### config.mk
export PLATFORM = sky130hd
export DESIGN_NAME = tgvh_blend
export DESIGN_NICKNAME = d
export VERILOG_FILES = /design/src/sv/terrain_geomorph_vertex_heights_unit_macros.svh /design/src/sv/tgvh_pkg.sv /design/src/sv/tgvh_blend.sv
export SDC_FILE = /design/constraint.sdc
export NUM_CORES = 1
export LEC_CHECK = 0
export ABC_AREA = 1
export ABC_CLOCK_PERIOD_IN_PS = 7300
export BUFFER_PORTS_ARGS = -buffer_cell sky130_fd_sc_hd__buf_2
export CAP_MARGIN = 5
export CORE_MARGIN = 2
export CORE_UTILIZATION = 61
export DETAILED_ROUTE_END_ITERATION = 16
export PLACE_DENSITY = 0.87
export SLEW_MARGIN = 25
export SYNTH_ARGS = -nofsm -noshare
export SYNTH_HDL_FRONTEND = slang
export SYNTH_SLANG_ARGS = --single-unit
### constraint.sdc
create_clock -name clk -period 7.3 [get_ports clk]
set_input_delay 0.365 -clock clk [delete_from_list [all_inputs] [get_ports clk]]
set_output_delay 0.365 -clock clk [all_outputs]
set_load 0.05 [all_outputs]
### src/sv/terrain_geomorph_vertex_heights_unit_macros.svh
// Assertion helpers for the geomorph height unit.
`ifndef TERRAIN_GEOMORPH_VERTEX_HEIGHTS_UNIT_MACROS_SVH
`define TERRAIN_GEOMORPH_VERTEX_HEIGHTS_UNIT_MACROS_SVH

`ifndef SYNTHESIS
`define TGVH_ASSERT_CLK(lbl, ck, rn, prop, msg) \
    lbl: assert property (@(posedge ck) disable iff (!rn) prop) else $error(msg);
`define TGVH_ASSERT(lbl, prop, msg) `TGVH_ASSERT_CLK(lbl, clk, rst_n, prop, msg)
`else
`define TGVH_ASSERT_CLK(lbl, ck, rn, prop, msg)
`define TGVH_ASSERT(lbl, prop, msg)
`endif

`endif

### src/sv/tgvh_pkg.sv
package tgvh_pkg;

    localparam int LOD_DIM = 64;
    localparam int DEPTH   = LOD_DIM * LOD_DIM;
    localparam int COORD_W = (LOD_DIM > 1) ? $clog2(LOD_DIM) : 1;
    localparam int ADDR_W  = $clog2(DEPTH);

    localparam int POS_W     = 7;
    localparam int RES_W     = 7;
    localparam int H_W       = 32;
    localparam int CFG_IDX_W = 2;

    localparam logic [RES_W-1:0] RES_X_RESET     = 7'd127;
    localparam logic [RES_W-1:0] RES_Z_RESET     = 7'd127;
    localparam logic [H_W-1:0]   MORPH_FIX_RESET = 32'd459;

    localparam logic [CFG_IDX_W-1:0] CFG_RES_X     = 2'd0;
    localparam logic [CFG_IDX_W-1:0] CFG_RES_Z     = 2'd1;
    localparam logic [CFG_IDX_W-1:0] CFG_MORPH_FIX = 2'd2;

    localparam logic CMD_LOAD   = 1'b0;
    localparam logic CMD_VERTEX = 1'b1;

    // Decoded view of one request, produced by the address generator.
    typedef struct packed {
        logic in_grid;
        logic blend;
        logic oor;
    } tgvh_dec_t;

    // What travels alongside a vertex while its coarse reads are in flight.
    typedef struct packed {
        logic                  blend;
        logic                  oor;
        logic signed [H_W-1:0] fine;
    } tgvh_tag_t;

    function automatic logic [COORD_W-1:0] clamp_coord(input logic [POS_W-1:0] c);
        if (int'(c) > LOD_DIM - 1)
            return COORD_W'(LOD_DIM - 1);
        else
            return COORD_W'(c);
    endfunction

    function automatic logic [ADDR_W-1:0] addr_of(input logic [COORD_W-1:0] cx,
                                                  input logic [COORD_W-1:0] cz);
        return ADDR_W'(int'(cz) * LOD_DIM + int'(cx));
    endfunction

endpackage

### src/sv/tgvh_blend.sv
module tgvh_blend (
    input  logic                       clk,
    input  logic                       rst_n,
    input  logic                       vertex_acc,
    input  tgvh_pkg::tgvh_tag_t        tag_in,
    input  logic [tgvh_pkg::H_W-1:0]   coarse_a,
    input  logic [tgvh_pkg::H_W-1:0]   coarse_b,
    input  logic [tgvh_pkg::H_W-1:0]   morph_fix,
    output logic                       take,
    output logic                       out_valid,
    input  logic                       out_ready,
    output logic [tgvh_pkg::H_W-1:0]   fine_height,
    output logic [tgvh_pkg::H_W-1:0]   morph_height,
    output logic                       out_of_range
);
    import tgvh_pkg::*;

    logic                  s1_v_reg;
    logic                  s1_v_next;
    tgvh_tag_t             s1_tag_reg;
    logic                  s2_v_reg;
    logic                  s2_v_next;
    tgvh_tag_t             s2_tag_reg;
    logic signed [H_W-1:0] s2_val_reg;
    logic signed [H_W-1:0] s2_val_next;
    logic                  out_v_reg;
    logic                  out_v_next;
    logic [H_W-1:0]        out_fine_reg;
    logic [H_W-1:0]        out_morph_reg;
    logic [H_W-1:0]        out_morph_next;
    logic                  out_oor_reg;

    logic                  out_free;
    logic                  s2_free;
    logic                  s1_free;
    logic signed [H_W:0]   pair_sum;
    logic signed [H_W+1:0] fixed_sum;

    always_comb
    begin
        out_free = !out_v_reg || out_ready;
        s2_free  = !s2_v_reg || out_free;
        s1_free  = !s1_v_reg || s2_free;
        take     = s1_free;

        s1_v_next  = s1_free ? vertex_acc : s1_v_reg;
        s2_v_next  = s2_free ? s1_v_reg : s2_v_reg;
        out_v_next = out_free ? s2_v_reg : out_v_reg;

        // Floor of the average: exact 33-bit sum, then drop the low bit.
        pair_sum    = $signed({coarse_a[H_W-1], coarse_a}) + $signed({coarse_b[H_W-1], coarse_b});
        s2_val_next = s1_tag_reg.blend ? pair_sum[H_W:1] : $signed(coarse_a);

        fixed_sum = $signed({{2{s2_val_reg[H_W-1]}}, s2_val_reg})
                    + $signed({{2{morph_fix[H_W-1]}}, morph_fix});

        if (s2_tag_reg.oor)
        begin
            out_morph_next = '0;
        end
        else if (!s2_tag_reg.blend)
        begin
            out_morph_next = s2_val_reg;
        end
        else if (fixed_sum[H_W+1:H_W-1] == 3'b000 || fixed_sum[H_W+1:H_W-1] == 3'b111)
        begin
            out_morph_next = fixed_sum[H_W-1:0];
        end
        else
        begin
            out_morph_next = fixed_sum[H_W+1] ? {1'b1, {(H_W-1){1'b0}}}
                                              : {1'b0, {(H_W-1){1'b1}}};
        end
    end

    always_ff @(posedge clk or negedge rst_n)
    begin
        if (!rst_n)
        begin
            s1_v_reg  <= 1'b0;
            s2_v_reg  <= 1'b0;
            out_v_reg <= 1'b0;
        end
        else
        begin
            s1_v_reg  <= s1_v_next;
            s2_v_reg  <= s2_v_next;
            out_v_reg <= out_v_next;
        end
    end

    always_ff @(posedge clk)
    begin
        if (s1_free)
        begin
            s1_tag_reg <= tag_in;
        end
        if (s2_free)
        begin
            s2_tag_reg <= s1_tag_reg;
            s2_val_reg <= s2_val_next;
        end
        if (out_free)
        begin
            out_fine_reg  <= s2_tag_reg.fine;
            out_morph_reg <= out_morph_next;
            out_oor_reg   <= s2_tag_reg.oor;
        end
    end

    assign out_valid    = out_v_reg;
    assign fine_height  = out_fine_reg;
    assign morph_height = out_morph_reg;
    assign out_of_range = out_oor_reg;

endmodule

Yosys cells after proc, flatten, opt, wreduce, memory -nomap -nowiden --
Cells that the tools add are included.
Storage, ports and cells: bits of input ports 134, flip-flop bits (word level) 168, word-level logic and storage cells 28, output and inout port bits 67
Operators by class: add/subtract/negate cells 2, equality and inequality tests 1, reductions and logical operators 8, muxes and demuxes 4
Operators by type and width (number):
- two-way mux 32 bit | 4
- adder 32 x 32 -> 33 bit | 2
- logical OR 1 bit | 4
- == test 3 bit, second input constant | 1
- zero test 1 bit | 3
- zero test 3 bit | 1

Depth between registers and ports, before layout --
depth in word-level cells 5, mapped depth 16, depth with buffers taken out 15

Least setup slack after synthesis --
OpenSTA, ideal clock, no wires.
kind register -> register, start reg out_v_reg, in the netlist out_valid, end reg s2_tag_reg[0] (netlist bit), enable pin, setup slack 3.280 ns, clock period less this slack 4.020 ns, library setup time 0.420 ns, path buffers 0, arrival 3.600 ns, stages on the path, launching flop included 4, required time 6.880 ns, cell sequence dfrtp_1 nand2_1 nor2_1 inv_1
Between the ends: cells in the longest elaborated chain, start to end 3
RTL lines:
- from (decl) | line tgvh_blend.sv:26 | logic out_v_reg;
- from (signal assigned) | line tgvh_blend.sv:88 | out_v_reg <= out_v_next;
- zero test 1 bit | line tgvh_blend.sv:41 | out_free = !out_v_reg || out_ready;
- logical OR 1 bit | line tgvh_blend.sv:41
- named net out_free | line tgvh_blend.sv:33 | logic out_free;
- logical OR 1 bit | line tgvh_blend.sv:42 | s2_free = !s2_v_reg || out_free;
- named net s2_free | line tgvh_blend.sv:34 | logic s2_free;
- to (signal assigned) | line tgvh_blend.sv:100 | s2_tag_reg <= s1_tag_reg;
- to (decl) | line tgvh_blend.sv:23 | tgvh_tag_t s2_tag_reg;
The timed path passes the listed nets, and every way through them passes these cells. A chain may end at the register's enable or synchronous reset.

Final worst setup path --
start reg out_v_reg, in the netlist out_valid, end out take
Between the ends: cells in the longest elaborated chain, start to end 4
RTL lines:
- zero test 1 bit | line tgvh_blend.sv:41
- logical OR 1 bit | line tgvh_blend.sv:41
- named net out_free | line tgvh_blend.sv:33
- logical OR 1 bit | line tgvh_blend.sv:42
- logical OR 1 bit | line tgvh_blend.sv:43 | s1_free = !s1_v_reg || s2_free;
- to (decl) | line tgvh_blend.sv:9 | output logic take,
The timed path passes the listed nets, and every way through them passes these cells.

==> run metrics <==
status=finished clean; Avg Vias per Cell=5.61; clock skew=~0.0098 ns; hpwl dp=roughly 21 mm; I/O pin cnt=201; count of cell types in the netlist=34; top fanout value on the critical path=67; Max Root-Sink Buffers=2; Mean Syn Cell Area=8.76 sq um; worst hold path type=in -> reg; Clk Tree Root Cell=clkbuf_16; drc violations=0; Initial Util=between 60% and 70%; largest net degree at the start of global routing=between 60 and 70; largest stage delay on the critical path=0.68 ns; gpl congestion=0.965; yosys warns=0; routed vias=8,976; Total GRT Usage=31.3%; CTS resizes=0; M1 GR Usage=40.5%; commonest non-fill, non-tap cell in the layout=nand2_1; most frequent cells in the layout=nand2_1 (336), buf_2 (200), edfxtp_1 (165); Final Non-Filler Cells=approximately 1.6k; initial DRC count=733; CP Launch Type=flip-flop; critical path, cell by cell=nand2_2, buf_4, nor2_1, nand2_1, buf_2; Crit-path slowest cell=buf_4; GRT Max-Usage Layer=met2; fin crit period=a little under 3 ns; diodes inserted=0; Cells after Synth=1,160; CTS tree=done; Peak Freq=0.336 GHz; Syn Std Cell Area=10,200 sq um; Worst VDD drop=0.189 mV; grt met2 use=53.8%; MaxCap Viol Count=0; post-route design area=12,100 sq um; Worst Setup Path Type=reg -> out; worst skew pair latency=between 0.4 and 0.5 ns; worst slew pin tran=0.945 ns; leak pwr=0.00568 uW; max-slew violations=0; drt first pass iters=5; H-tree levels=4; Die Wd=133 microns; DRT antenna net count=0; Pwr Density=281 nW/um^2; Layout area overhead=18.8%; PortBufs=200; chip height=133 microns; initial antenna violation count=0; max_slew headroom=37.0%; vias in the first global route=8,509; Fin Setup TNS=0 ns; FF+latch count, synth=168; fin crit share=40.8%; Final Hold Viols=0; Crit. End Element=primary output; first-pass GRT wire length=42.6 mm; die area=17,700 sq um; # rows=between 40 and 50; DP Area=roughly 11,000 sq um; routed len/inst=~17 microns; Post-Place Cells=1,566; Num CTS Buffers=17; final setup fails=0; layout cells sized above 1=20.6%; Setup Buffers After CTS=0; clock slew at reported path FFs=roughly 0.070 ns; Detailed Route WL=around 27 mm; grt total ovfl=0; hold buffers post-CTS=1; total power=roughly 3400 uW; RSZ-0062 raised after global routing=false; Critical Path RT=a little under 7 ns; Critical Path AT=2.62 ns; met3 GRT Util=under 10%; nets=between 1.5k and 2k; register area share after synthesis=between 40% and 50%; core area=16,400 sq um; Synth Net Count=1,359; clock sink total=about 170
==> layer usage <==
metal | up-vias | part of all wire, %
met2 | 451 | 49
met5 | - | 0
li1 | 4349 | -
met1 | 4103 | 40
met4 | 0 | 2.6
met3 | 73 | 8.1
==> Yosys cell counts <==
cell type / n / area, sq um
nor3_1: 11 / 55.1
nand4_1: 10 / 62.6
inv_2: 2 / 7.51
fa_1: 2 / 40.0
buf_6: 6 / 67.6
o211ai_1: 1 / 7.51
nor2_1: 90 / 338
inv_1: 123 / 462
a21boi_4: 1 / 18.8
xnor2_1: 9 / 78.8
o21ai_1: 1 / 5.00
nand2_1: 337 / 1260
nand3_1: 58 / 290
nand2_2: 16 / 100
a21oi_1: 89 / 445
ha_1: 63 / 788
a21boi_0: 2 / 15.0
nor2_2: 3 / 18.8
clkbuf_1: 12 / 45.0
a31oi_1: 6 / 37.5
a21oi_2: 17 / 149
nor4_1: 2 / 12.5
a21o_1: 2 / 15.0
edfxtp_1: 165 / 4950
nand3b_1: 5 / 37.5
o21ai_0: 74 / 370
or2_2: 7 / 43.8
o21a_1: 3 / 22.5
dfrtp_1: 3 / 75.1
o21bai_1: 12 / 90.1
a211oi_1: 1 / 7.51
o31ai_1: 1 / 7.51
o21ai_2: 1 / 8.76
xor2_1: 25 / 219
==> layout make-up <==
type                    instances  area, sq um
clock inverters                13          228
flip-flops and latches        168         5030
well taps                     220          275
multi-input cells             849         4550
fillers                      1177         4340
repair buffers                207         1080
clock buffers                  19          433
inverters                     125          469
==> critical path, delay by kind of cell, from the launching register on <==
kind,cells,cell delay [ns]
AND/OR/NAND/NOR,3,0.73
flip-flops,1,0.40
buffers and inverters,2,1.04
==> worst paths after layout <==
check                               from               end  slack, ns  cells after the start
max                            out_valid              take       4.32                      5
max reg2reg                s2_val_reg[0]  morph_height[28]       4.39                     15
min in group asynchronous          rst_n          s1_v_reg       0.27                      2
min                           tag_in[10]    s1_tag_reg[10]       0.10                      1
max in group asynchronous          rst_n          s2_v_reg       6.92                      2
min reg2reg                s1_tag_reg[2]     s2_tag_reg[2]       0.42                      0
==> power by group <==
part | total, uW | leakage (uW) | switching [uW] | internal [uW]
registers | 1290 | 0.00172 | 63.4 | 1230
logic | 1090 | 0.00364 | 771 | 321
clock network | 1010 | 0.000323 | 387 | 620
==> per-stage QoR <==
step / hold slack (ns) / setup WS (ns) / util, %
6_report: 0.103 / 4.32 / 73.6
5_1_grt: 0.0936 / 4.13 / 73.6
4_1_cts: 0.0906 / 4.07 / 73.3
3_5_place_dp: 0.172 / 4.03 / 69.2
3_3_place_gp: 0.161 / 4.15 / 69.2
2_1_floorplan: 0.0694 / 3.28 / -
==> cells by family (layout without fill, tap and decap cells) <==
group | Yosys count | count (layout) | share of synthesized area (%)
simple gates | 539 | 539 | 21.9
compound gates | 211 | 211 | 11.8
flops | 168 | 168 | 49.5
buf+inv | 143 | 364 | 5.73
fa+ha+maj | 65 | 65 | 8.15
xor+xnor | 34 | 34 | 2.93
Power figures use the tool's default switching activity.
