### config.mk
export PLATFORM = sky130hd
export DESIGN_NAME = tgvh_addr
export DESIGN_NICKNAME = d
export VERILOG_FILES = /design/src/sv/terrain_geomorph_vertex_heights_unit_macros.svh /design/src/sv/tgvh_pkg.sv /design/src/sv/tgvh_addr.sv
export SDC_FILE = /design/constraint.sdc
export NUM_CORES = 1
export LEC_CHECK = 0
export ABC_AREA = 1
export BUFFER_PORTS_ARGS = -buffer_cell sky130_fd_sc_hd__buf_4
export CAP_MARGIN = 20
export CORE_MARGIN = 2
export CORE_UTILIZATION = 46
export DETAILED_ROUTE_END_ITERATION = 6
export PLACE_DENSITY = 0.83
export SLEW_MARGIN = 40
export SYNTH_ARGS = -nofsm -noshare
export SYNTH_HDL_FRONTEND = slang
export SYNTH_SLANG_ARGS = --single-unit
### constraint.sdc
create_clock -name vclk -period 0.8
set_input_delay 0 -clock vclk [all_inputs]
set_output_delay 0 -clock vclk [all_outputs]
set_load 0.02 [all_outputs]
### src/sv/terrain_geomorph_vertex_heights_unit_macros.svh
// Assertion helpers for the geomorph height unit.
`ifndef TERRAIN_GEOMORPH_VERTEX_HEIGHTS_UNIT_MACROS_SVH
`define TERRAIN_GEOMORPH_VERTEX_HEIGHTS_UNIT_MACROS_SVH

`ifndef SYNTHESIS
`define TGVH_ASSERT_CLK(lbl, ck, rn, prop, msg) \
    lbl: assert property (@(posedge ck) disable iff (!rn) prop) else $error(msg);
`define TGVH_ASSERT(lbl, prop, msg) `TGVH_ASSERT_CLK(lbl, clk, rst_n, prop, msg)
`else
`define TGVH_ASSERT_CLK(lbl, ck, rn, prop, msg)
`define TGVH_ASSERT(lbl, prop, msg)
`endif

`endif

### src/sv/tgvh_pkg.sv
package tgvh_pkg;

    localparam int LOD_DIM = 64;
    localparam int DEPTH   = LOD_DIM * LOD_DIM;
    localparam int COORD_W = (LOD_DIM > 1) ? $clog2(LOD_DIM) : 1;
    localparam int ADDR_W  = $clog2(DEPTH);

    localparam int POS_W     = 7;
    localparam int RES_W     = 7;
    localparam int H_W       = 32;
    localparam int CFG_IDX_W = 2;

    localparam logic [RES_W-1:0] RES_X_RESET     = 7'd127;
    localparam logic [RES_W-1:0] RES_Z_RESET     = 7'd127;
    localparam logic [H_W-1:0]   MORPH_FIX_RESET = 32'd459;

    localparam logic [CFG_IDX_W-1:0] CFG_RES_X     = 2'd0;
    localparam logic [CFG_IDX_W-1:0] CFG_RES_Z     = 2'd1;
    localparam logic [CFG_IDX_W-1:0] CFG_MORPH_FIX = 2'd2;

    localparam logic CMD_LOAD   = 1'b0;
    localparam logic CMD_VERTEX = 1'b1;

    // Decoded view of one request, produced by the address generator.
    typedef struct packed {
        logic in_grid;
        logic blend;
        logic oor;
    } tgvh_dec_t;

    // What travels alongside a vertex while its coarse reads are in flight.
    typedef struct packed {
        logic                  blend;
        logic                  oor;
        logic signed [H_W-1:0] fine;
    } tgvh_tag_t;

    function automatic logic [COORD_W-1:0] clamp_coord(input logic [POS_W-1:0] c);
        if (int'(c) > LOD_DIM - 1)
            return COORD_W'(LOD_DIM - 1);
        else
            return COORD_W'(c);
    endfunction

    function automatic logic [ADDR_W-1:0] addr_of(input logic [COORD_W-1:0] cx,
                                                  input logic [COORD_W-1:0] cz);
        return ADDR_W'(int'(cz) * LOD_DIM + int'(cx));
    endfunction

endpackage

### src/sv/tgvh_addr.sv
module tgvh_addr (
    input  logic [tgvh_pkg::POS_W-1:0]  pos_x,
    input  logic [tgvh_pkg::POS_W-1:0]  pos_z,
    input  logic                        cmd,
    input  logic [tgvh_pkg::RES_W-1:0]  res_x,
    input  logic [tgvh_pkg::RES_W-1:0]  res_z,
    output logic [tgvh_pkg::ADDR_W-1:0] wr_addr,
    output logic [tgvh_pkg::ADDR_W-1:0] rd_addr_a,
    output logic [tgvh_pkg::ADDR_W-1:0] rd_addr_b,
    output tgvh_pkg::tgvh_dec_t         dec
);
    import tgvh_pkg::*;

    logic [POS_W-1:0] lx;
    logic [POS_W-1:0] lz;
    logic [POS_W-1:0] lx1;
    logic [POS_W-1:0] lz1;
    logic             ox;
    logic             oz;
    logic             diag;
    logic [POS_W-1:0] ax;
    logic [POS_W-1:0] az;
    logic [POS_W-1:0] bx;
    logic [POS_W-1:0] bz;

    always_comb
    begin
        lx   = {1'b0, pos_x[POS_W-1:1]};
        lz   = {1'b0, pos_z[POS_W-1:1]};
        lx1  = lx + POS_W'(1);
        lz1  = lz + POS_W'(1);
        ox   = pos_x[0];
        oz   = pos_z[0];
        diag = lx[0] ^ lz[0];

        ax = lx;
        az = lz;
        bx = lx;
        bz = lz;
        if (ox && oz)
        begin
            // The diagonal flips direction with the parity of the coarse cell.
            ax = diag ? lx1 : lx;
            bx = diag ? lx : lx1;
            bz = lz1;
        end
        else if (ox)
        begin
            bx = lx1;
        end
        else if (oz)
        begin
            bz = lz1;
        end

        rd_addr_a = addr_of(clamp_coord(ax), clamp_coord(az));
        rd_addr_b = addr_of(clamp_coord(bx), clamp_coord(bz));
        wr_addr   = addr_of(clamp_coord(pos_x), clamp_coord(pos_z));

        dec.in_grid = (cmd == CMD_LOAD) && (int'(pos_x) < LOD_DIM)
                      && (int'(pos_z) < LOD_DIM);
        dec.blend   = ox || oz;
        dec.oor     = (pos_x >= res_x) || (pos_z >= res_z);
    end

endmodule

==> impl_summary.log, run 1 <==
[metrics] starting density of the core: 48.8%
[metrics] Post-Syn Nets: 244
[metrics] number of post-CTS setup repair buffers: 5
[metrics] HPWL Detailed: 2.95 mm
[metrics] Netlist cell types: 28
[metrics] cell row count: 17
[metrics] gate count of the mapped netlist: about 200
[metrics] horizontal die dimension: 52.5 um
[metrics] RePlAce Congestion: 0.818
[metrics] Yosys warning total: 0
[metrics] mapped cell area: 0.00108 mm^2
[metrics] status: stopped before the end
[metrics] top-level I/O count: 68
[metrics] die boundary height: 52.5 um
[metrics] mean cell area of the mapped netlist: 5.48 um^2
[metrics] Seq/Total Area, Yosys: 0%
[metrics] count of hold buffers inserted by post-cts repair: 0
[metrics] number of gates resized after cts: roughly 110
[metrics] Fail Step: 4_1_cts
[metrics] port bufs: 68
[metrics] tool error: [ERROR DPL-0038] Utilization greater than 100%, impossible to legalize
[stage by stage]
stage / setup WS, ps / TNS [ps] / cells / utilization, % / area (um^2)
2_1_floorplan: -9.36 / -9.36 / 197 / - / 1140
3_3_place_gp: -259 / -5490 / 311 / 82.2 / 1820
3_5_place_dp: -300 / -6090 / 311 / 82.2 / 1820
[cell usage after synthesis, drive strengths merged]
master | count | area (um^2)
nand2 | 68 | 278
inv | 38 | 145
ha | 18 | 225
nand3 | 16 | 103
nor2 | 16 | 72.6
o21ai | 14 | 77.6
buf | 8 | 63.8
a21oi | 6 | 30.0
nand4 | 4 | 25.0
clkinv | 2 | 8.75
o211ai | 2 | 15.0
a31oi | 1 | 6.26
nand3b | 1 | 7.51
nor3 | 1 | 5.00
xnor2 | 1 | 8.76
xor2 | 1 | 8.76
[kinds of logic after synthesis]
group,count (synthesis),synth area share [%]
fa+ha+maj,18,20.9
buf+inv,48,20.2
simple gates,106,45.4
xor+xnor,2,1.62
compound gates,23,11.9
==> run 2, diff against run 1 <==
- CORE_AREA: default -> 2 2 63 65
- CORE_MARGIN: 2 -> default
- CORE_UTILIZATION: 46 -> default
- DIE_AREA: default -> 0 0 65 67
- PLACE_DENSITY: 0.83 -> default
- PLACE_DENSITY_LB_ADDON: default -> 0.15
==> impl_summary.log, run 2 <==
[metrics] Post-Syn Nets: 244
[metrics] kind of critical path: in2out
[metrics] HPWL Detailed: approximately 2.9 mm
[metrics] Final Instance Count excl. Fillers: 345
[metrics] mapped cell area: 0.00108 mm^2
[metrics] Netlist cell types: 28
[metrics] gate family responsible for the most delay along the worst path: simple AND/OR/NAND/NOR gates
[metrics] Worst Path Max Fanout: 6
[metrics] violations in the final reports: setup timing
[metrics] Yosys warning total: 0
[metrics] placed insts: 336
[metrics] top-count cell post-synth: sky130_fd_sc_hd__nand2_1
[metrics] routed wirelength normalized by instance count: 11.9 um
[metrics] Final Hold Viols: 0
[metrics] time the worst path needs with I/O delays and setup: 989 ps
[metrics] gate count of the mapped netlist: 197
[metrics] CP required: 800 ps
[metrics] commonest non-fill, non-tap cells in the layout: sky130_fd_sc_hd__buf_4, sky130_fd_sc_hd__buf_6, sky130_fd_sc_hd__nand2_1, sky130_fd_sc_hd__inv_1, sky130_fd_sc_hd__nand2_2
[metrics] unrepaired setup endpoints after global routing: yes
[metrics] top-level I/O count: just under 70
[metrics] number of antenna repair diodes: 0
[metrics] mean cell area of the mapped netlist: 5.48 um^2
[metrics] Register Area: 0 um^2
[metrics] starting density of the core: 29.9%
[metrics] Max rail drop VDD: 0.000274 V
[metrics] most frequent standard cell in the layout excluding fill and tap cells: sky130_fd_sc_hd__buf_4
[metrics] cells traversed along the worst timing path: buf_12 > ha_4 > nand2_4 > nor2_4 > nand2_2 > nor2_4 > buf_6 > nand2_8 > o21ai_2 > buf_6
[metrics] startpoint type of the worst setup path: input pin
[metrics] ratio of routed vias to standard cells: 4.55
[metrics] Final setup viols: 28
[metrics] Nets: roughly 350
[metrics] Std-Cell Core Area: 0.00361 mm^2
[metrics] Slowest-stage cell, CP: sky130_fd_sc_hd__ha_4
[metrics] count of buffer and inverter cells on the critical path: 3
[metrics] Leak Pwr: 1.28 nW
[metrics] overall power of the completed layout: 1.59 mW
[metrics] count of maximum capacitance violations: 0
[metrics] Antenna Nets Post-Route: 0
[metrics] Post-route DRC: 0
[metrics] minimum setup slack after placement: -288 ps
[metrics] Crit. End Element: output port
[metrics] count of hold buffers inserted by post-cts repair: 0
[metrics] top-area cell type share of the netlist area: between 20% and 30%
[metrics] relative slew slack: 77.0%
[metrics] number of search-and-repair iterations in the first detailed-routing pass: 4
[metrics] wire length of the first global-routing pass: 6.33 mm
[metrics] port bufs: between 60 and 70
[metrics] leading area contributor after synthesis: sky130_fd_sc_hd__nand2_1
[metrics] horizontal die dimension: between 60 and 70 um
[metrics] vias in the first global route: ~1.5k
[metrics] initial antenna violation count: 0
[metrics] count of final max-slew check failures: 0
[metrics] share of the cycle needed by the critical path after routing: 124%
[metrics] Power per Cell Area: 630 mW/mm^2
[metrics] cell row count: 22
[metrics] Seq/Total Area, Yosys: 0%
[metrics] Detailed Route WL: 4.10 mm
[metrics] synthesis-to-layout area growth: 134%
[metrics] number of sequential cells: 0
[metrics] Tightest Hold Check Type: in2out
[metrics] most used standard cells in the synthesized netlist: sky130_fd_sc_hd__nand2_1, sky130_fd_sc_hd__inv_1, sky130_fd_sc_hd__ha_1
[metrics] status: finished, violations left
[metrics] data arrival at the endpoint of the critical path: 990 ps
[metrics] area enclosed by the die boundary: 0.00436 mm^2
[metrics] final-layout clock buffer total: 0
[metrics] dominant cells by area after synthesis: sky130_fd_sc_hd__nand2_1, sky130_fd_sc_hd__ha_1, sky130_fd_sc_hd__inv_1
[metrics] upper clock frequency limit: 1010 MHz
[metrics] share of layout cells above drive strength 1: 68.7%
[metrics] Overflow after GRT: 0
[metrics] Core Util, Final: 70.0%
[metrics] slew of the pin with the lowest slew margin: 341 ps
[metrics] post-route setup TNS: -3810 ps
[metrics] number of DRC markers in iteration 0: 64
[metrics] die boundary height: 67 um
[metrics] worst-case setup margin in the final layout: -189 ps
[metrics] delay of the slowest critical-path stage: 140 ps
[metrics] overall global routing resource usage: 17.8%
[metrics] total via count in the routed design: 1571
[metrics] largest net degree at the start of global routing: 9
[metrics] RePlAce Congestion: 0.823
## run 2: cell counts after synthesis
Identical to the previous run, type by type.
## run 2: logic make-up after synthesis
kind of cell    synth area share [%]
xor+xnor                        1.62
buf+inv                         20.2
fa+ha+maj                       20.9
simple gates                    45.4
compound gates                  11.9
## run 2: path summary, 6_finish.rpt
kind | depth (start not counted) | slack [ps] | from | end
worst max-delay path | 10 | -190 | pos_z[1] | rd_addr_b[8]
worst min-delay path | 2 | 250 | pos_z[3] | rd_addr_a[8]
## run 2: repair_timing
item | 4_1_cts | 5_1_grt
pin swaps | 32 | 26
endpoints found under the setup margin | 28 | 28
gates resized for setup | 107 | 43
setup buffers | 3 | 6
## run 2: cell type report
cell class	count	area, um^2
tap	48	60.1
fill	308	1080
multi-input combinational	149	1300
timing repair buffer	108	987
inverter	40	178
## run 2: layer usage
metal | share of wire [%] | global-route usage, % | vias to the layer above
met1 | 43 | 24.3 | 700
met3 | 3.9 | 0.845 | 5
met2 | 52 | 32.5 | 42
li1 | - | - | 824
met4 | 0.88 | 0.532 | 0
met5 | 0 | 0 | -
## run 2: per-stage QoR
| step | hold slack, ps | area (um^2) |
|---|---|---|
| final | 250 | 2520 |
| after global routing | 259 | 2520 |
| after CTS | 246 | 2330 |
| after detailed placement | 246 | 1880 |
| after global placement | 244 | 1880 |
| after floorplan | 79.5 | 1140 |
## run 2: report_power, final
part           total (mW)  switching (mW)  internal (mW)
Combinational        1.59           0.800          0.791
Clock                   0               0              0
Sequential              0               0              0
Total                1.59           0.800          0.791
Note: power is estimated with default switching activity, not from simulation.
==> run 3, diff against run 2 <==
- clock period: 0.8 -> 1 ns (I/O delays scaled with it)
==> impl_summary.log, run 3 (synthesis gave the netlist of run 2 again) <==
[metrics] time the worst path needs with I/O delays and setup: 948 ps
[metrics] upper clock frequency limit: 1060 MHz
[metrics] Std-Cell Core Area: 0.00361 mm^2
[metrics] CP required: 1000 ps
[metrics] share of the cycle needed by the critical path after routing: 94.8%
[metrics] startpoint type of the worst setup path: input pin
[metrics] wire length of the first global-routing pass: 5.55 mm
[metrics] kind of critical path: in2out
[metrics] endpoint of the worst hold-timing path: rd_addr_a[9]
[metrics] Detailed Route WL: 3.61 mm
[metrics] area enclosed by the die boundary: between 0.004 and 0.005 mm^2
[metrics] Overflow after GRT: 0
[metrics] Worst Path Max Fanout: 3
[metrics] unrepaired setup endpoints after global routing: yes
[metrics] number of fill cells: 358
[metrics] count of maximum capacitance violations: 0
[metrics] Power per Cell Area: 504 mW/mm^2
[metrics] cell row count: 22
[metrics] synthesis-to-layout area growth: 97.3%
[metrics] top-level I/O count: between 60 and 70
[metrics] relative slew slack: 84.4%
[metrics] minimum setup slack after placement: -97.2 ps
[metrics] most frequent standard cell in the layout excluding fill and tap cells: sky130_fd_sc_hd__buf_4
[metrics] status: finished clean
[metrics] Final Hold Viols: 0
[metrics] number of search-and-repair iterations in the first detailed-routing pass: 4
[metrics] count of final max-slew check failures: 0
[metrics] slew of the pin with the lowest slew margin: 233 ps
[metrics] routed wirelength normalized by instance count: between 10 and 15 um
[metrics] total via count in the routed design: 1436
[metrics] commonest non-fill, non-tap cells in the layout: sky130_fd_sc_hd__buf_4, sky130_fd_sc_hd__nand2_1, sky130_fd_sc_hd__inv_1, sky130_fd_sc_hd__nand2_2
[metrics] Leak Pwr: 1.12 nW
[metrics] horizontal die dimension: 65 um
[metrics] data arrival at the endpoint of the critical path: around 950 ps
[metrics] Antenna Nets Post-Route: 0
[metrics] worst hold start: pos_z[4]
[metrics] RePlAce Congestion: 0.825
[metrics] worst-case setup margin in the final layout: 52.4 ps
[metrics] number of DRC markers in iteration 0: 77
[metrics] Register Area: 0 um^2
[metrics] Final setup viols: 0
[metrics] ratio of routed vias to standard cells: 4.36
[metrics] vias in the first global route: 1291
[metrics] post-route setup TNS: 0 ps
[metrics] number of sequential cells: 0
[metrics] Crit. End Element: output port
[metrics] overall power of the completed layout: between 1 and 1.5 mW
[metrics] starting density of the core: 29.9%
[metrics] number of antenna repair diodes: 0
[metrics] Post-route DRC: 0
[metrics] Nets: 330
[metrics] HPWL Detailed: approximately 2.9 mm
[metrics] overall global routing resource usage: 15.3%
[metrics] cell depth of the worst hold path: 2
[metrics] largest net degree at the start of global routing: 10
[metrics] Max rail drop VDD: 0.000211 V
[metrics] initial antenna violation count: 0
[metrics] share of layout cells above drive strength 1: 55.2%
[metrics] die boundary height: 67 um
[metrics] final-layout clock buffer total: 0
[metrics] port bufs: 68
[metrics] Tightest Hold Check Type: in2out
## run 3: cell count changes in the layout (fill, tap and decap cells not counted), sizes merged
| cell | delta |
|---|---|
| inv | +1 |
| clkinv | -2 |
| clkinvlp | +1 |
| buf | -16 |
## run 3: final cells by class
cell class	count	area, um^2	area share (%)
inverter	40	171	8.04
timing repair buffer	92	771	36.2
multi-input combinational	149	1130	53.0
tap	48	60.1	2.82
## run 3: how the worst max path moves through the flow
stage                     startpoint      endpoint  slack, ps  depth (start not counted)
after detailed placement    pos_x[2]        dec[0]       -100                          9
final                       res_x[4]        dec[0]         50                         10
after floorplan             pos_x[0]  rd_addr_a[2]        110                          6
after CTS                   pos_x[5]        dec[0]        -20                          9
after global routing        res_x[5]        dec[0]        -40                         10
after global placement      pos_x[2]        dec[0]        -80                          9
## run 3: worst max-delay path: stages
cell and delay [ps]:
sky130_fd_sc_hd__buf_4 110, sky130_fd_sc_hd__inv_1 80, sky130_fd_sc_hd__ha_4 210, sky130_fd_sc_hd__nand2_1 50, sky130_fd_sc_hd__nand2_1 50, sky130_fd_sc_hd__a21oi_1 110
sky130_fd_sc_hd__nand2_1 60, sky130_fd_sc_hd__nor2_1 80, sky130_fd_sc_hd__nand2_1 70, sky130_fd_sc_hd__buf_6 130
## run 3: power by group
part / switching, mW / internal, mW
sequential: 0 / 0
combinational: 0.560 / 0.515
clock: 0 / 0
total: 0.560 / 0.515
## run 3: metal layers
layer | GRT usage, % | part of all wire [%] | routed length [um] | vias up
met4 | 0.266 | 0 | 0 | 0
li1 | - | - | - | 786
met5 | 0 | 0 | 0 | -
met3 | 0.507 | 3.0 | 108 | 0
met1 | 20.9 | 46 | 1670 | 623
met2 | 28.2 | 51 | 1830 | 27
## run 3: timing repair
action | in CTS | in global routing
buffers inserted | 2 | 1
resized for setup | 24 | 61
setup endpoints to repair | 23 | 27
pin swaps | 10 | 22
hold buffers | 0 | 0
## run 3: metrics by stage
| step | cells | instance area, um^2 | hold WS (ps) | utilization, % |
|---|---|---|---|---|
| final | 329 | 2130 | 238 | 59.1 |
| after global routing | 329 | 2130 | 245 | 59.1 |
| after CTS | 328 | 1910 | 254 | 52.9 |
| after detailed placement | 326 | 1740 | 248 | 48.4 |
| after global placement | 326 | 1740 | 248 | 48.4 |
| after floorplan | 197 | 1080 | 79.5 | - |
==> run 4, diff against run 3 <==
- ABC_AREA: 1 -> default
==> impl_summary.log, run 4 <==
[metrics] mux share of post-synthesis cell area: 9.28%
[metrics] vias in the first global route: approximately 1.3k
[metrics] relative slew slack: 83.5%
[metrics] commonest non-fill, non-tap cells in the layout: sky130_fd_sc_hd__buf_4, sky130_fd_sc_hd__buf_6, sky130_fd_sc_hd__nand2_1, sky130_fd_sc_hd__inv_1, sky130_fd_sc_hd__ha_1
[metrics] mapped cell area: 997 um^2
[metrics] time the worst path needs with I/O delays and setup: 1220 ps
[metrics] most repeated library cell on the critical path: sky130_fd_sc_hd__buf_6
[metrics] number of antenna repair diodes: 0
[metrics] worst hold start: pos_z[1]
[metrics] global routing's busiest layer: met2
[metrics] final standard cell area without fillers: between 0.002 and 0.0025 mm^2
[metrics] number of sequential cells: 0
[metrics] Leak Pwr: 1.09 nW
[metrics] area enclosed by the die boundary: ~0.0044 mm^2
[metrics] Final Hold Viols: 0
[metrics] routed wirelength normalized by instance count: 12.5 um
[metrics] share of the cycle needed by the critical path after routing: 122%
[metrics] Final setup viols: 15
[metrics] Post-route DRC: 0
[metrics] cell depth of the worst hold path: 2
[metrics] upper clock frequency limit: about 800 MHz
[metrics] number of DRC markers in iteration 0: 21
[metrics] Post-Syn Nets: between 150 and 200
[metrics] delay of the slowest critical-path stage: 330 ps
[metrics] status: finished, violations left
[metrics] top-level I/O count: 68
[metrics] Crit. End Element: output port
[metrics] Detailed Route WL: 3.61 mm
[metrics] unrepaired setup endpoints after global routing: yes
[metrics] Yosys warning total: 0
[metrics] count of hold buffers inserted by post-cts repair: 0
[metrics] cell row count: 22
[metrics] gate family responsible for the most delay along the worst path: simple AND/OR/NAND/NOR gates
[metrics] dominant combinational cell family by area after synthesis: simple AND/OR/NAND/NOR gates
[metrics] leading area contributor after synthesis: sky130_fd_sc_hd__ha_1
[metrics] most used standard cells in the synthesized netlist: sky130_fd_sc_hd__nand2_1, sky130_fd_sc_hd__ha_1, sky130_fd_sc_hd__inv_1
[metrics] synthesis-to-layout area growth: 127%
[metrics] data arrival at the endpoint of the critical path: approximately 1200 ps
[metrics] top-count cell post-synth: sky130_fd_sc_hd__nand2_1
[metrics] Register Area: 0 um^2
[metrics] total via count in the routed design: 1352
[metrics] worst-case setup margin in the final layout: -219 ps
[metrics] number of search-and-repair iterations in the first detailed-routing pass: 4
[metrics] Power per Cell Area: 489 mW/mm^2
[metrics] die boundary height: between 60 and 70 um
[metrics] violations in the final reports: setup timing
[metrics] Seq/Total Area, Yosys: 0%
[metrics] starting density of the core: 27.7%
[metrics] Overflow after GRT: 0
[metrics] share of layout cells above drive strength 1: roughly 73%
[metrics] Simple-Gate Fraction of Synth Area: 31.6%
[metrics] slew of the pin with the lowest slew margin: 248 ps
[metrics] Nets: 290
[metrics] dominant cells by area after synthesis: sky130_fd_sc_hd__ha_1, sky130_fd_sc_hd__nand2_1, sky130_fd_sc_hd__inv_1
[metrics] Synth Area in Compound Gates: ~17%
[metrics] Netlist cell types: 36
[metrics] xor/xnor share of the synthesized area: 4.27%
[metrics] top-area cell type share of the netlist area: 22.6%
[metrics] startpoint type of the worst setup path: input pin
[metrics] most frequent standard cell in the layout excluding fill and tap cells: sky130_fd_sc_hd__buf_4
[metrics] Worst Path Max Fanout: 2
[metrics] global-route track usage on met2: 31.4%
[metrics] Slowest-stage cell, CP: sky130_fd_sc_hd__or3_4
[metrics] post-route setup TNS: -1560 ps
[metrics] final-layout clock buffer total: 0
[metrics] count of maximum capacitance violations: 0
[metrics] area post-placement: 0.00177 mm^2
[metrics] cells traversed along the worst timing path: buf_6 > inv_4 > ha_4 > nand2b_4 > a211oi_2 > o31ai_1 > or3_4 > buf_6
[metrics] endpoint of the worst hold-timing path: rd_addr_a[6]
[metrics] ratio of routed vias to standard cells: roughly 4.7
[metrics] overall global routing resource usage: between 15 and 20%
[metrics] kind of critical path: in2out
[metrics] mean cell area of the mapped netlist: around 7 um^2
[metrics] global routing met1 resource utilization: around a fifth
[metrics] initial antenna violation count: 0
[metrics] Tightest Hold Check Type: in2out
[metrics] gate count of the mapped netlist: between 100 and 150
[metrics] Max rail drop VDD: ~0.00022 V
[metrics] wire length of the first global-routing pass: 5.65 mm
[metrics] horizontal die dimension: around 65 um
[metrics] CP required: 1000 ps
[metrics] port bufs: 68
[metrics] met3 capacity usage during global routing: 1.18%
[metrics] Std-Cell Core Area: between 0.003 and 0.004 mm^2
[metrics] largest net degree at the start of global routing: 13
[metrics] count of final max-slew check failures: 0
[metrics] RePlAce Congestion: around 0.86
[metrics] Antenna Nets Post-Route: 0
[metrics] count of buffer and inverter cells on the critical path: 3
[metrics] Adder-Cell Fraction of Synth Area: a little under a quarter
[metrics] HPWL Detailed: 2.76 mm
[run 4: per-layer routing]
layer  share of wire, %  vias up  wire length, um
met3                4.1        2              148
met5                  0        -                0
met2                 54       35             1950
met4               0.50        0               18
li1                   -      689                -
met1                 41      626             1490
[run 4: worst max-delay path by stage]
stage / endpoint / cells past startpoint / from
final: dec[0] / 8 / pos_x[0]
after global routing: dec[0] / 8 / pos_z[0]
after CTS: dec[0] / 8 / pos_x[0]
after detailed placement: dec[0] / 6 / pos_z[4]
after global placement: dec[0] / 8 / pos_z[0]
after floorplan: dec[0] / 7 / pos_z[0]
[run 4: stage by stage]
stage	util (%)	power (mW)	hold slack, ps	cells	setup WS, ps
6_report	62.7	1.10	214	289	-219
5_1_grt	62.7	1.19	220	289	-264
4_1_cts	57.8	1.01	218	285	-266
3_5_place_dp	49.2	0.878	254	275	-306
3_3_place_gp	49.2	0.869	251	275	-311
2_1_floorplan	-	0.496	79.5	143	-140
[run 4: power by group]
part | switching (mW) | leakage [nW] | internal, mW
clock network | 0 | 0 | 0
logic | 0.510 | 1.09 | 0.594
registers | 0 | 0 | 0
[run 4: repair_timing]
action	in CTS	in global routing
resized for setup	58	35
pin swaps	18	16
setup endpoints to repair	22	19
buffers inserted	10	4
[run 4: layout make-up]
type,count,area [um^2]
inverter,16,70.1
fill,306,1350
timing repair buffer,109,1000
multi-input combinational,116,1130
tap,48,60.1
[run 4: logic make-up after synthesis]
family	Yosys count
AOI/OAI and AO/OA	26
xor gates and xnor gates	4
adders and majority gates	18
buffers and inverters	27
muxes	7
and+or+nand+nor	61
